**src/sv/flfr_pkg.sv**
```systemverilog
// ----------------------------------------------------------------------------
// flfr_pkg
// Shared types and constants of the fire loop frame responder.
// ----------------------------------------------------------------------------
package flfr_pkg;

   localparam logic [2:0] KIND_EDGE    = 3'd0;
   localparam logic [2:0] KIND_TIMEOUT = 3'd1;
   localparam logic [2:0] KIND_HALFSEC = 3'd2;
   localparam logic [2:0] KIND_KEY     = 3'd3;
   localparam logic [2:0] KIND_PWM     = 3'd4;

   localparam logic [5:0] IDLE_STEP = 6'd63;
   localparam logic [7:0] DEV_TYPE  = 8'd1;

   localparam logic [6:0] SEQ_ADDR0 = 7'h7f;
   localparam logic [6:0] SEQ_ADDR1 = 7'h55;
   localparam logic [6:0] SEQ_ADDR2 = 7'h25;
   localparam logic [6:0] SEQ_ADDR3 = 7'h65;
   localparam logic [6:0] SEQ_WRITE = 7'h3c;
   localparam logic [6:0] SEQ_READ  = 7'h3b;

   localparam logic [7:0] START_MIN   = 8'd35;
   localparam logic [7:0] RESTART_MIN = 8'd145;
   localparam logic [7:0] GAP_MAX     = 8'd80;
   localparam logic [7:0] ONE_MIN     = 8'd17;

   localparam int QUEUE_DEPTH = 2;
   localparam int QUEUE_AW    = 1;

   typedef struct packed {
      logic [2:0] kind;
      logic       line_high;
      logic [7:0] interval;
      logic       key_pressed;
   } item_type;

   typedef struct packed {
      logic       reply_pulse;
      logic       led_on;
      logic       store_address;
      logic [6:0] new_address;
      logic       watchdog_kick;
   } result_type;

endpackage

```
**src/sv/fire_loop_frame_responder_core.sv**
```systemverilog
// ----------------------------------------------------------------------------
// fire_loop_frame_responder_core
// Slave responder of a two-wire alarm loop: frame decode, replies and LED.
// ----------------------------------------------------------------------------
// Usage:
//  - req_ carries one event transaction (edge, timeout, tick, key, PWM tick).
//  - rsp_ returns exactly one result transaction per event, in order.
//  - csr_we/csr_wdata load the boot address; also reloads the device address.
//    Write only while idle.
// Structure: a two-entry queue front end decouples req_ from the engine; the
//  engine evaluates one event per cycle, unless rsp_tready stalls it, into an output register.
// Path: an event goes through the queue entry, then the result register;
//  rsp_tvalid rises once its result is in the result register.
// Throughput: one transaction per cycle while rsp_tready is high, set by the engine step.
// Reset (synchronous): frame idle, LED off, flash allowed, address 0, queue empty.
// Stall: when rsp_tready is low the result holds, the engine stops and the
//  queue absorbs up to two more events before req_tready drops.
// ----------------------------------------------------------------------------
module fire_loop_frame_responder_core (
   input  logic        clock,
   input  logic        reset,
   input  logic        csr_we,
   input  logic [6:0]  csr_wdata,
   input  logic        req_tvalid,
   output logic        req_tready,
   input  logic [15:0] req_tdata,   // kind[2:0], line_high[3], interval[11:4], key_pressed[12]
   output logic        rsp_tvalid,
   input  logic        rsp_tready,
   output logic [15:0] rsp_tdata    // reply_pulse[0], led_on[1], store_address[2],
                                    // new_address[9:3], watchdog_kick[10]
);

   flfr_pkg::item_type   in_item, q_item;
   flfr_pkg::result_type res;
   logic q_valid, q_ready;

   assign in_item.kind        = req_tdata[2:0];
   assign in_item.line_high   = req_tdata[3];
   assign in_item.interval    = req_tdata[11:4];
   assign in_item.key_pressed = req_tdata[12];

   flfr_queue u_queue (
      .clock, .reset,
      .in_valid(req_tvalid), .in_ready(req_tready), .in_item(in_item),
      .out_valid(q_valid), .out_ready(q_ready), .out_item(q_item)
   );

   flfr_engine u_engine (
      .clock, .reset, .csr_we, .csr_wdata,
      .in_valid(q_valid), .in_ready(q_ready), .in_item(q_item),
      .out_valid(rsp_tvalid), .out_ready(rsp_tready), .out_result(res)
   );

   assign rsp_tdata = {5'b0, res.watchdog_kick, res.new_address, res.store_address,
                       res.led_on, res.reply_pulse};

endmodule

```
**src/sv/flfr_queue.sv**
```systemverilog
// ----------------------------------------------------------------------------
// flfr_queue
// Two-entry FIFO between the front end and the protocol engine.
// ----------------------------------------------------------------------------
module flfr_queue (
   input  logic               clock,
   input  logic               reset,
   input  logic               in_valid,
   output logic               in_ready,
   input  flfr_pkg::item_type in_item,
   output logic               out_valid,
   input  logic               out_ready,
   output flfr_pkg::item_type out_item
);

   flfr_pkg::item_type           mem_ff [flfr_pkg::QUEUE_DEPTH];
   logic [flfr_pkg::QUEUE_AW-1:0] wr_ff, rd_ff;
   logic [flfr_pkg::QUEUE_AW:0]   cnt_ff;
   logic push, pop;

   assign in_ready  = (cnt_ff != flfr_pkg::QUEUE_AW'(0) + (flfr_pkg::QUEUE_AW+1)'(flfr_pkg::QUEUE_DEPTH));
   assign out_valid = (cnt_ff != '0);
   assign out_item  = mem_ff[rd_ff];
   assign push = in_valid && in_ready;
   assign pop  = out_valid && out_ready;

   always_ff @(posedge clock) begin
      if (push) mem_ff[wr_ff] <= in_item;
      if (reset) begin
         wr_ff <= '0; rd_ff <= '0; cnt_ff <= '0;
      end else begin
         if (push) wr_ff <= wr_ff + 1'b1;
         if (pop) rd_ff <= rd_ff + 1'b1;
         cnt_ff <= cnt_ff + (flfr_pkg::QUEUE_AW+1)'(push) - (flfr_pkg::QUEUE_AW+1)'(pop);
      end
   end

`ifndef SYNTHESIS
   a_no_overflow: assert property (@(posedge clock) disable iff (reset)
      cnt_ff <= (flfr_pkg::QUEUE_AW+1)'(flfr_pkg::QUEUE_DEPTH)) else $error("queue overflow");
   a_push_count: assert property (@(posedge clock) disable iff (reset)
      (push && !pop) |=> cnt_ff == $past(cnt_ff) + 1'b1) else $error("count slip");
   a_pop_count: assert property (@(posedge clock) disable iff (reset)
      (pop && !push) |=> cnt_ff == $past(cnt_ff) - 1'b1) else $error("count slip");
`endif

endmodule

```
**src/sv/flfr_engine.sv**
```systemverilog
// ----------------------------------------------------------------------------
// flfr_engine
// Frame decode, reply and LED engine; one item per cycle, unless out_ready holds the result, into an output register.
// ----------------------------------------------------------------------------
module flfr_engine (
   input  logic                 clock,
   input  logic                 reset,
   input  logic                 csr_we,
   input  logic [6:0]           csr_wdata,
   input  logic                 in_valid,
   output logic                 in_ready,
   input  flfr_pkg::item_type   in_item,
   output logic                 out_valid,
   input  logic                 out_ready,
   output flfr_pkg::result_type out_result
);

   logic [5:0] step_ff, step_in;
   logic [2:0] cmd_ff, cmd_in;
   logic [6:0] addr_ff, addr_in;
   logic [2:0] wseq_ff, wseq_in;
   logic [7:0] rsh_ff, rsh_in;
   logic par_ff, par_in;
   logic [3:0] slots_ff, slots_in;
   logic act_ff, act_in, pend_ff, pend_in;
   logic lcmd_ff, lcmd_in, lph_ff, lph_in, llev_ff, llev_in, flash_ff, flash_in;
   logic [6:0] dev_ff, dev_in;
   logic valid_ff;
   flfr_pkg::result_type res_ff, res_in;
   logic take;

   assign in_ready   = !valid_ff || out_ready;
   assign take       = in_valid && in_ready;
   assign out_valid  = valid_ff;
   assign out_result = res_ff;

   always_comb begin
      logic pulse, store, kick, addrd, bitv;
      logic [6:0] naddr;
      logic [7:0] mask;
      logic usep, snd;
      step_in = step_ff; cmd_in = cmd_ff; addr_in = addr_ff; wseq_in = wseq_ff;
      rsh_in = rsh_ff; par_in = par_ff; slots_in = slots_ff; act_in = act_ff;
      pend_in = pend_ff; lcmd_in = lcmd_ff; lph_in = lph_ff; llev_in = llev_ff;
      flash_in = flash_ff; dev_in = dev_ff;
      pulse = 1'b0; store = 1'b0; kick = 1'b0; naddr = '0; bitv = 1'b0;
      mask = '0; usep = 1'b0; snd = 1'b0;
      addrd = (addr_ff == dev_ff) && (dev_ff != '0);
      case (in_item.kind)
         flfr_pkg::KIND_EDGE: begin
            if (step_ff == flfr_pkg::IDLE_STEP) begin
               if (!in_item.line_high) begin
                  step_in = '0;
                  if (!lcmd_ff) llev_in = 1'b0;
               end
            end else if (in_item.line_high) begin
               if (in_item.interval > flfr_pkg::START_MIN) begin
                  if (in_item.interval < flfr_pkg::RESTART_MIN) begin
                     addr_in = '0; cmd_in = '0; step_in = 6'd1;
                     if (!lcmd_ff) llev_in = 1'b0;
                  end else step_in = '0;
               end else if (step_ff > 6'd10) begin
                  // reply slot on falling loop voltage
                  if (step_ff == 6'd11) begin
                     par_in = 1'b0;
                     if (slots_ff != '0) begin
                        pulse = 1'b1;
                        if (addrd) rsh_in = act_ff ? 8'd64 : 8'd16;
                     end else rsh_in = act_ff ? 8'd64 : 8'd16;
                  end else begin
                     if (addrd) begin
                        if (step_ff < 6'd19) begin
                           mask = 8'd64; usep = 1'b1; snd = 1'b1;
                        end else if (step_ff < 6'd32) begin
                           mask = (step_ff < 6'd25) ? 8'd4 : 8'd64;
                           usep = 1'b1; snd = 1'b1;
                        end else if (step_ff == 6'd32) begin
                           par_in = !par_ff; pulse = 1'b1;
                        end else if (step_ff == 6'd41) begin
                           pulse = par_ff;
                        end
                        if (snd) begin
                           pulse = |(rsh_ff & mask);
                           if (pulse) par_in = !par_ff;
                           rsh_in = {rsh_ff[6:0], 1'b0};
                           if (step_ff == 6'd18) rsh_in = act_ff ? 8'd5 : 8'd2;
                           if (step_ff == 6'd21) rsh_in = flfr_pkg::DEV_TYPE;
                           if (step_ff == 6'd24) rsh_in = {1'b0, dev_ff};
                        end
                     end
                     if (slots_ff != '0) begin
                        if (step_ff == 6'd41) rsh_in = {1'b0, dev_ff};
                        if (step_ff > 6'd41 && step_ff < 6'd49) begin
                           if (rsh_ff[6]) pulse = 1'b1;
                           rsh_in = {rsh_ff[6:0], 1'b0};
                           if (step_ff == 6'd48) slots_in = slots_ff - 4'd1;
                        end
                     end
                  end
               end
            end else if (step_ff != '0) begin
               if (in_item.interval > flfr_pkg::GAP_MAX) step_in = '0;
               else if (step_ff < 6'd11) begin
                  bitv = !(in_item.interval < flfr_pkg::ONE_MIN);
                  if (step_ff < 6'd4) cmd_in = {cmd_ff[1:0], bitv};
                  else addr_in = {addr_ff[5:0], bitv};
                  step_in = step_ff + 6'd1;
                  if (step_ff == 6'd10) begin
                     kick = 1'b1;
                     // header complete
                     if (addr_in == flfr_pkg::SEQ_ADDR0) begin
                        wseq_in = 3'd1; step_in = '0;
                     end else begin
                        case (wseq_ff)
                           3'd1: wseq_in = (addr_in == flfr_pkg::SEQ_ADDR1) ? 3'd2 : 3'd0;
                           3'd2: wseq_in = (addr_in == flfr_pkg::SEQ_ADDR2) ? 3'd3 : 3'd0;
                           3'd3: wseq_in = (addr_in == flfr_pkg::SEQ_ADDR3) ? 3'd4 : 3'd0;
                           3'd4: wseq_in = (addr_in == flfr_pkg::SEQ_WRITE) ? 3'd5 :
                                           (addr_in == flfr_pkg::SEQ_READ) ? 3'd6 : 3'd0;
                           3'd5: begin
                              if (addr_in != '0 && addr_in != 7'd127 && addr_in != dev_ff) begin
                                 store = 1'b1; naddr = addr_in; dev_in = addr_in;
                              end
                              wseq_in = '0; step_in = '0;
                           end
                           default: ;
                        endcase
                     end
                     if (step_in != '0) begin
                        if (wseq_in == 3'd6) begin
                           if (dev_in != '0) begin
                              addr_in = dev_in;
                              if (flash_ff) begin llev_in = 1'b1; flash_in = 1'b0; end
                           end else step_in = '0;
                           wseq_in = '0;
                        end else begin
                           if (pend_ff) begin
                              pend_in = 1'b0;
                              if (act_ff) slots_in = 4'd8;
                           end
                           if (addr_in == dev_in && dev_in != '0) begin
                              if (cmd_in[2]) begin
                                 if (!lcmd_ff) begin
                                    lcmd_in = 1'b1; llev_in = 1'b1; lph_in = 1'b1;
                                 end
                              end else if (lcmd_ff) begin
                                 lcmd_in = 1'b0; llev_in = 1'b0; lph_in = 1'b0;
                              end else if (flash_ff) begin
                                 llev_in = 1'b1; flash_in = 1'b0;
                              end
                           end else if (slots_in == '0) step_in = '0;
                        end
                     end
                  end
               end else step_in = (step_ff < 6'd48) ? step_ff + 6'd1 : 6'd0;
            end
         end
         flfr_pkg::KIND_TIMEOUT: begin
            step_in = flfr_pkg::IDLE_STEP; addr_in = '0; cmd_in = '0;
            if (!lcmd_ff) llev_in = 1'b0;
         end
         flfr_pkg::KIND_HALFSEC: flash_in = 1'b1;
         flfr_pkg::KIND_KEY: begin
            if (in_item.key_pressed) begin
               if (!act_ff && !lcmd_ff && slots_ff == '0) pend_in = 1'b1;
               act_in = 1'b1;
            end else act_in = 1'b0;
         end
         flfr_pkg::KIND_PWM: begin
            if (lcmd_ff) begin lph_in = !lph_ff; llev_in = !lph_ff; end
         end
         default: ;
      endcase
      res_in.reply_pulse   = pulse;
      res_in.led_on        = llev_in;
      res_in.store_address = store;
      res_in.new_address   = naddr;
      res_in.watchdog_kick = kick;
   end

   always_ff @(posedge clock) begin
      if (take) res_ff <= res_in;
      if (reset) begin
         step_ff <= flfr_pkg::IDLE_STEP; cmd_ff <= '0; addr_ff <= '0; wseq_ff <= '0;
         rsh_ff <= '0; par_ff <= 1'b0; slots_ff <= '0; act_ff <= 1'b0; pend_ff <= 1'b0;
         lcmd_ff <= 1'b0; lph_ff <= 1'b0; llev_ff <= 1'b0; flash_ff <= 1'b1;
         dev_ff <= '0; valid_ff <= 1'b0;
      end else begin
         if (take) begin
            step_ff <= step_in; cmd_ff <= cmd_in; addr_ff <= addr_in; wseq_ff <= wseq_in;
            rsh_ff <= rsh_in; par_ff <= par_in; slots_ff <= slots_in; act_ff <= act_in;
            pend_ff <= pend_in; lcmd_ff <= lcmd_in; lph_ff <= lph_in; llev_ff <= llev_in;
            flash_ff <= flash_in;
         end
         // boot address write reloads the device address
         if (csr_we) dev_ff <= csr_wdata;
         else if (take) dev_ff <= dev_in;
         if (take) valid_ff <= 1'b1;
         else if (out_ready) valid_ff <= 1'b0;
      end
   end

`ifndef SYNTHESIS
   a_step_range: assert property (@(posedge clock) disable iff (reset)
      step_ff <= 6'd48 || step_ff == flfr_pkg::IDLE_STEP) else $error("bad step");
   a_store_kick: assert property (@(posedge clock) disable iff (reset)
      (valid_ff && res_ff.store_address) |-> res_ff.watchdog_kick) else $error("store w/o kick");
   a_hold: assert property (@(posedge clock) disable iff (reset)
      (valid_ff && !out_ready) |=> valid_ff && $stable(res_ff)) else $error("result lost");
`endif

endmodule

```
**config.mk**
```make
export PLATFORM = sky130hd
export DESIGN_NAME = fire_loop_frame_responder_core
export DESIGN_NICKNAME = d
export VERILOG_FILES = /design/src/sv/flfr_pkg.sv /design/src/sv/fire_loop_frame_responder_core.sv /design/src/sv/flfr_queue.sv /design/src/sv/flfr_engine.sv
export SDC_FILE = /design/constraint.sdc
export NUM_CORES = 1
export LEC_CHECK = 0
export BUFFER_PORTS_ARGS = -buffer_cell sky130_fd_sc_hd__buf_2
export CAP_MARGIN = 20
export CORE_MARGIN = 2
export CORE_UTILIZATION = 35
export DETAILED_ROUTE_END_ITERATION = 16
export GPL_ROUTABILITY_DRIVEN = 0
export GPL_TIMING_DRIVEN = 0
export PLACE_DENSITY = 0.63
export SLEW_MARGIN = 5
export SYNTH_ARGS = -nofsm -noshare
export SYNTH_HDL_FRONTEND = slang
export SYNTH_HIERARCHICAL = 1
export SYNTH_SLANG_ARGS = --single-unit
```
**constraint.sdc**
```tcl
create_clock -name clock -period 5.8 [get_ports clock]
set_input_delay 0 -clock clock [delete_from_list [all_inputs] [get_ports clock]]
set_output_delay 0 -clock clock [all_outputs]
set_load 0.02 [all_outputs]
```
==> insert_results.sql <==
INSERT INTO impl_metrics (metric_group, metric, value, unit) VALUES
('setup_path', 'timing.reg2reg.worst_path_depth', '13', ''),
('setup_path', 'crit_type', 'reg -> reg', ''),
('die', 'initial_core_util', '36.0', '%'),
('cts', 'cts_tree', 'done', ''),
('global_route', 'global_route_wire_length_before_repair', '26600', 'um'),
('detailed_routing', 'drt_antenna_net_count', '0', ''),
('timing', 'slew-limit-headroom', '27.6', '%'),
('timing', 'timing.final.crit_share', '79.8', '%'),
('timing', 'fin_worst_hold_slack', '0.124', 'ns'),
('detailed_routing', 'drt-met1-wl', '7270', 'um'),
('timing', 'hold_violations', '0', ''),
('cts', 'clock_tree.buffer_depth', '2', ''),
('synth', 'ys_top_cells_by_area', 'sky130_fd_sc_hd__edfxtp_1 (19%), sky130_fd_sc_hd__dfxtp_1 (17%), sky130_fd_sc_hd__nor2_1 (4.6%)', ''),
('detailed_routing', '1st_iter_drt_viols', '697', ''),
('timing', 'slew_viol_final', '0', ''),
('detailed_routing', 'highest_layer', 'met4', ''),
('die', 'core', '0.0159', 'mm2'),
('hold_path', 'hold_path.startpoint', 'rsp_tready', ''),
('power_and_ir_drop', 'static-leakage-power', '2.40', 'nW'),
('timing', 'timing_worst_slew_pin_value', '1.08', 'ns'),
('layout', 'num-nets-final', '789', ''),
('synth', 'cell_type_with_the_largest_total_area_after_synthesis', 'sky130_fd_sc_hd__edfxtp_1', ''),
('global_route', 'via_count_of_the_first_global_routing_pass', '5068', ''),
('setup_path', 'timing.critical_path.arrival', '4.94', 'ns'),
('timing', 'setup_total_negative_slack', '0', 'ns'),
('timing', 'timing.clock.skew', '0.00686', 'ns'),
('cts', 'clock-root-buffer', 'sky130_fd_sc_hd__clkbuf_16', ''),
('layout', 'syn2layout_area_growth', '17.9', '%'),
('timing', 'grt_setup_unrepaired', 'false', ''),
('cts', 'post-cts-setup-buffer-count', '0', ''),
('die', 'number_of_ports_placed_on_the_die_boundary', '46', ''),
('detailed_routing', 'first_pass_iters', '5', ''),
('synth', 'synth-warning-count', '6', ''),
('global_route', 'grt_start_max_net_pins', '17', ''),
('flow_run', 'drv.max_cap_violation_count', '0', ''),
('layout', 'drive_above_1_share', '14.1', '%'),
('synth', 'synth.ff_latch_count', '87', ''),
('placement', 'buffer_ports.inserted', '37', ''),
('synth', 'yosysTopAreaCellShare', '19.4', '%'),
('synth', 'synth.most_common_cell', 'sky130_fd_sc_hd__nor2_1', ''),
('setup_path', 'critPathMaxFanout', '10', ''),
('detailed_routing', 'wirelength', '16300', 'um'),
('cts', 'cts_max_level', '3', ''),
('layout', 'final_design_area_no_fill', '0.00677', 'mm2'),
('hold_path', 'worstHoldPathCells', '3', ''),
('detailed_routing', 'routed_wire_length_per_instance', '16.7', 'um'),
('synth', 'synth.top_cells.by_count', 'sky130_fd_sc_hd__nor2_1 (71), sky130_fd_sc_hd__nand2_1 (64), sky130_fd_sc_hd__dfxtp_1 (50)', ''),
('run_status', 'outcome', 'finished clean', ''),
('hold_path', 'worst_hold_path_type', 'in -> reg', ''),
('placement', 'detailed_place_hpwl', '11600', 'um'),
('global_route', 'grt_overflow_total', '0', ''),
('power_and_ir_drop', 'vdd.ir_drop.worst', '0.173', 'mV'),
('synth', 'synth_ff_type', 'sky130_fd_sc_hd__dfxtp_1', ''),
('timing', 'setup_viol', '0', ''),
('timing', 'max_clock_freq', '216', 'MHz'),
('cts', 'cts_hold_repair.buffers', '25', ''),
('synth', 'ys_types', '85', ''),
('setup_path', 'cp_data_required_time', '6.11', 'ns'),
('placement', 'dpl_cell_area', '0.00621', 'mm2'),
('detailed_routing', 'route.detailed.vias_per_inst', '5.65', ''),
('cts', 'clock-sinks', '87', ''),
('global_route', 'initial_antenna_violation_count', '0', ''),
('cts', 'cts.repair.resized', '0', ''),
('synth', 'synth_area_per_inst', '8.49', 'um2'),
('power_and_ir_drop', 'power.density', '323', 'mW/mm2'),
('layout', 'fillerInstances', '1605', ''),
('die', 'std_cell_rows', '46', ''),
('cts', 'clk_pin_slew_worst_paths', '0.07', 'ns'),
('global_route', 'groute.usage.overall', '19.0', '%'),
('detailed_routing', 'dr_drc_count', '0', ''),
('cts', 'clock_latency', '0.36', 'ns');
[layout by cell type, fill, tap and decap left out, types with 15 or more instances in the layout]
cell / netlist / layout
sky130_fd_sc_hd__buf_2: 5 / 42
sky130_fd_sc_hd__edfxtp_1: 37 / 37
sky130_fd_sc_hd__dfxtp_1: 50 / 50
sky130_fd_sc_hd__o21ai_0: 29 / 29
sky130_fd_sc_hd__a21oi_1: 46 / 46
sky130_fd_sc_hd__mux2i_1: 15 / 15
sky130_fd_sc_hd__clkbuf_1: 27 / 27
sky130_fd_sc_hd__mux2_2: 16 / 16
sky130_fd_sc_hd__nor2_1: 71 / 71
sky130_fd_sc_hd__inv_1: 31 / 31
sky130_fd_sc_hd__nand3_1: 25 / 25
sky130_fd_sc_hd__nand2_1: 64 / 64
sky130_fd_sc_hd__dlygate4sd3_1: 0 / 25
[per-stage QoR]
| stage | util, % | setup slack, ns | std cells | power (W) |
|---|---|---|---|---|
| 3_3_place_gp | 38.9 | 1.69 | 933 | 0.00157 |
| 2_1_floorplan | - | 2.31 | 680 | 0.00136 |
| 4_1_cts | 42.4 | 1.19 | 974 | 0.00219 |
| 6_report | 42.4 | 1.17 | 975 | 0.00219 |
| 3_5_place_dp | 38.9 | 1.69 | 933 | 0.00157 |
| 5_1_grt | 42.4 | 0.809 | 975 | 0.00232 |
[state kept, by name, summed over array words and instances, names as in the netlist, 3 cells and up, named ones only]
register / count
u_engine/wseq_ff: 3
u_queue/mem_ff: 26
u_engine/out_result: 11
u_engine/step_ff: 6
u_engine/rsh_ff: 7
u_engine/addr_ff: 7
u_engine/slots_ff: 4
u_engine/dev_ff: 7
u_engine/cmd_ff: 3
[kinds of logic (layout without fill, tap and decap cells)]
group	after synthesis	in the layout	synth area share (%)
multiplexers	36	36	6.87
AO/OA/AOI/OAI	185	185	22.7
flip-flops	87	87	36.8
other	1	5	0.0654
buffers and inverters	75	154	5.61
AND/OR/NAND/NOR	279	279	25.5
adder cells (fa/ha/maj)	7	7	1.53
XOR/XNOR	6	6	0.916
[critical path: stages, from the launching register on]
cell                            delay (ns)
sky130_fd_sc_hd__dfxtp_1              0.40
sky130_fd_sc_hd__buf_2                0.29
sky130_fd_sc_hd__mux2_2               0.39
sky130_fd_sc_hd__o41a_1               0.53
sky130_fd_sc_hd__or2_2                0.33
sky130_fd_sc_hd__a21oi_1              0.51
sky130_fd_sc_hd__nand2b_1             0.22
sky130_fd_sc_hd__nor3_2               0.45
sky130_fd_sc_hd__and3_1               0.22
sky130_fd_sc_hd__buf_2                0.19
sky130_fd_sc_hd__nor2_1               0.06
sky130_fd_sc_hd__a211o_1              0.28
sky130_fd_sc_hd__a21oi_1              0.15
sky130_fd_sc_hd__dlygate4sd3_1        0.56
[final cells by class]
| type | count | area share [%] |
|---|---|---|
| multi-input combinational | 518 | 49.1 |
| sequential | 87 | 31.2 |
| timing repair buffer | 63 | 6.51 |
| tap | 216 | 3.99 |
| clock buffer | 9 | 3.33 |
| buffer | 44 | 3.03 |
| inverter | 31 | 1.72 |
| clock inverter | 7 | 1.13 |
[routing by layer]
metal / vias to the layer above / global-route usage, %
li1: 2677 / -
met1: 2588 / 24.7
met2: 204 / 30.3
met3: 39 / 3.92
met4: 0 / 8.70
met5: - / 0
[path summary, 6_finish.rpt]
path                                                   endpoint  slack, ns
worst max-delay path            u_engine/dev_ff[2]$_SDFFE_PP0P_       1.17
worst min-delay path            u_engine/out_valid$_SDFFE_PP0P_       0.12
worst max register to register  u_engine/dev_ff[2]$_SDFFE_PP0P_       1.17
worst min register to register     u_engine/par_ff$_SDFFE_PP0P_       0.48
[where the power goes]
group | total [W] | switching [W] | internal [W]
Sequential | 0.000791 | 0.0000528 | 0.000738
Clock | 0.000602 | 0.000264 | 0.000337
Combinational | 0.000795 | 0.000516 | 0.000279
(Power assumes the default switching activity.)
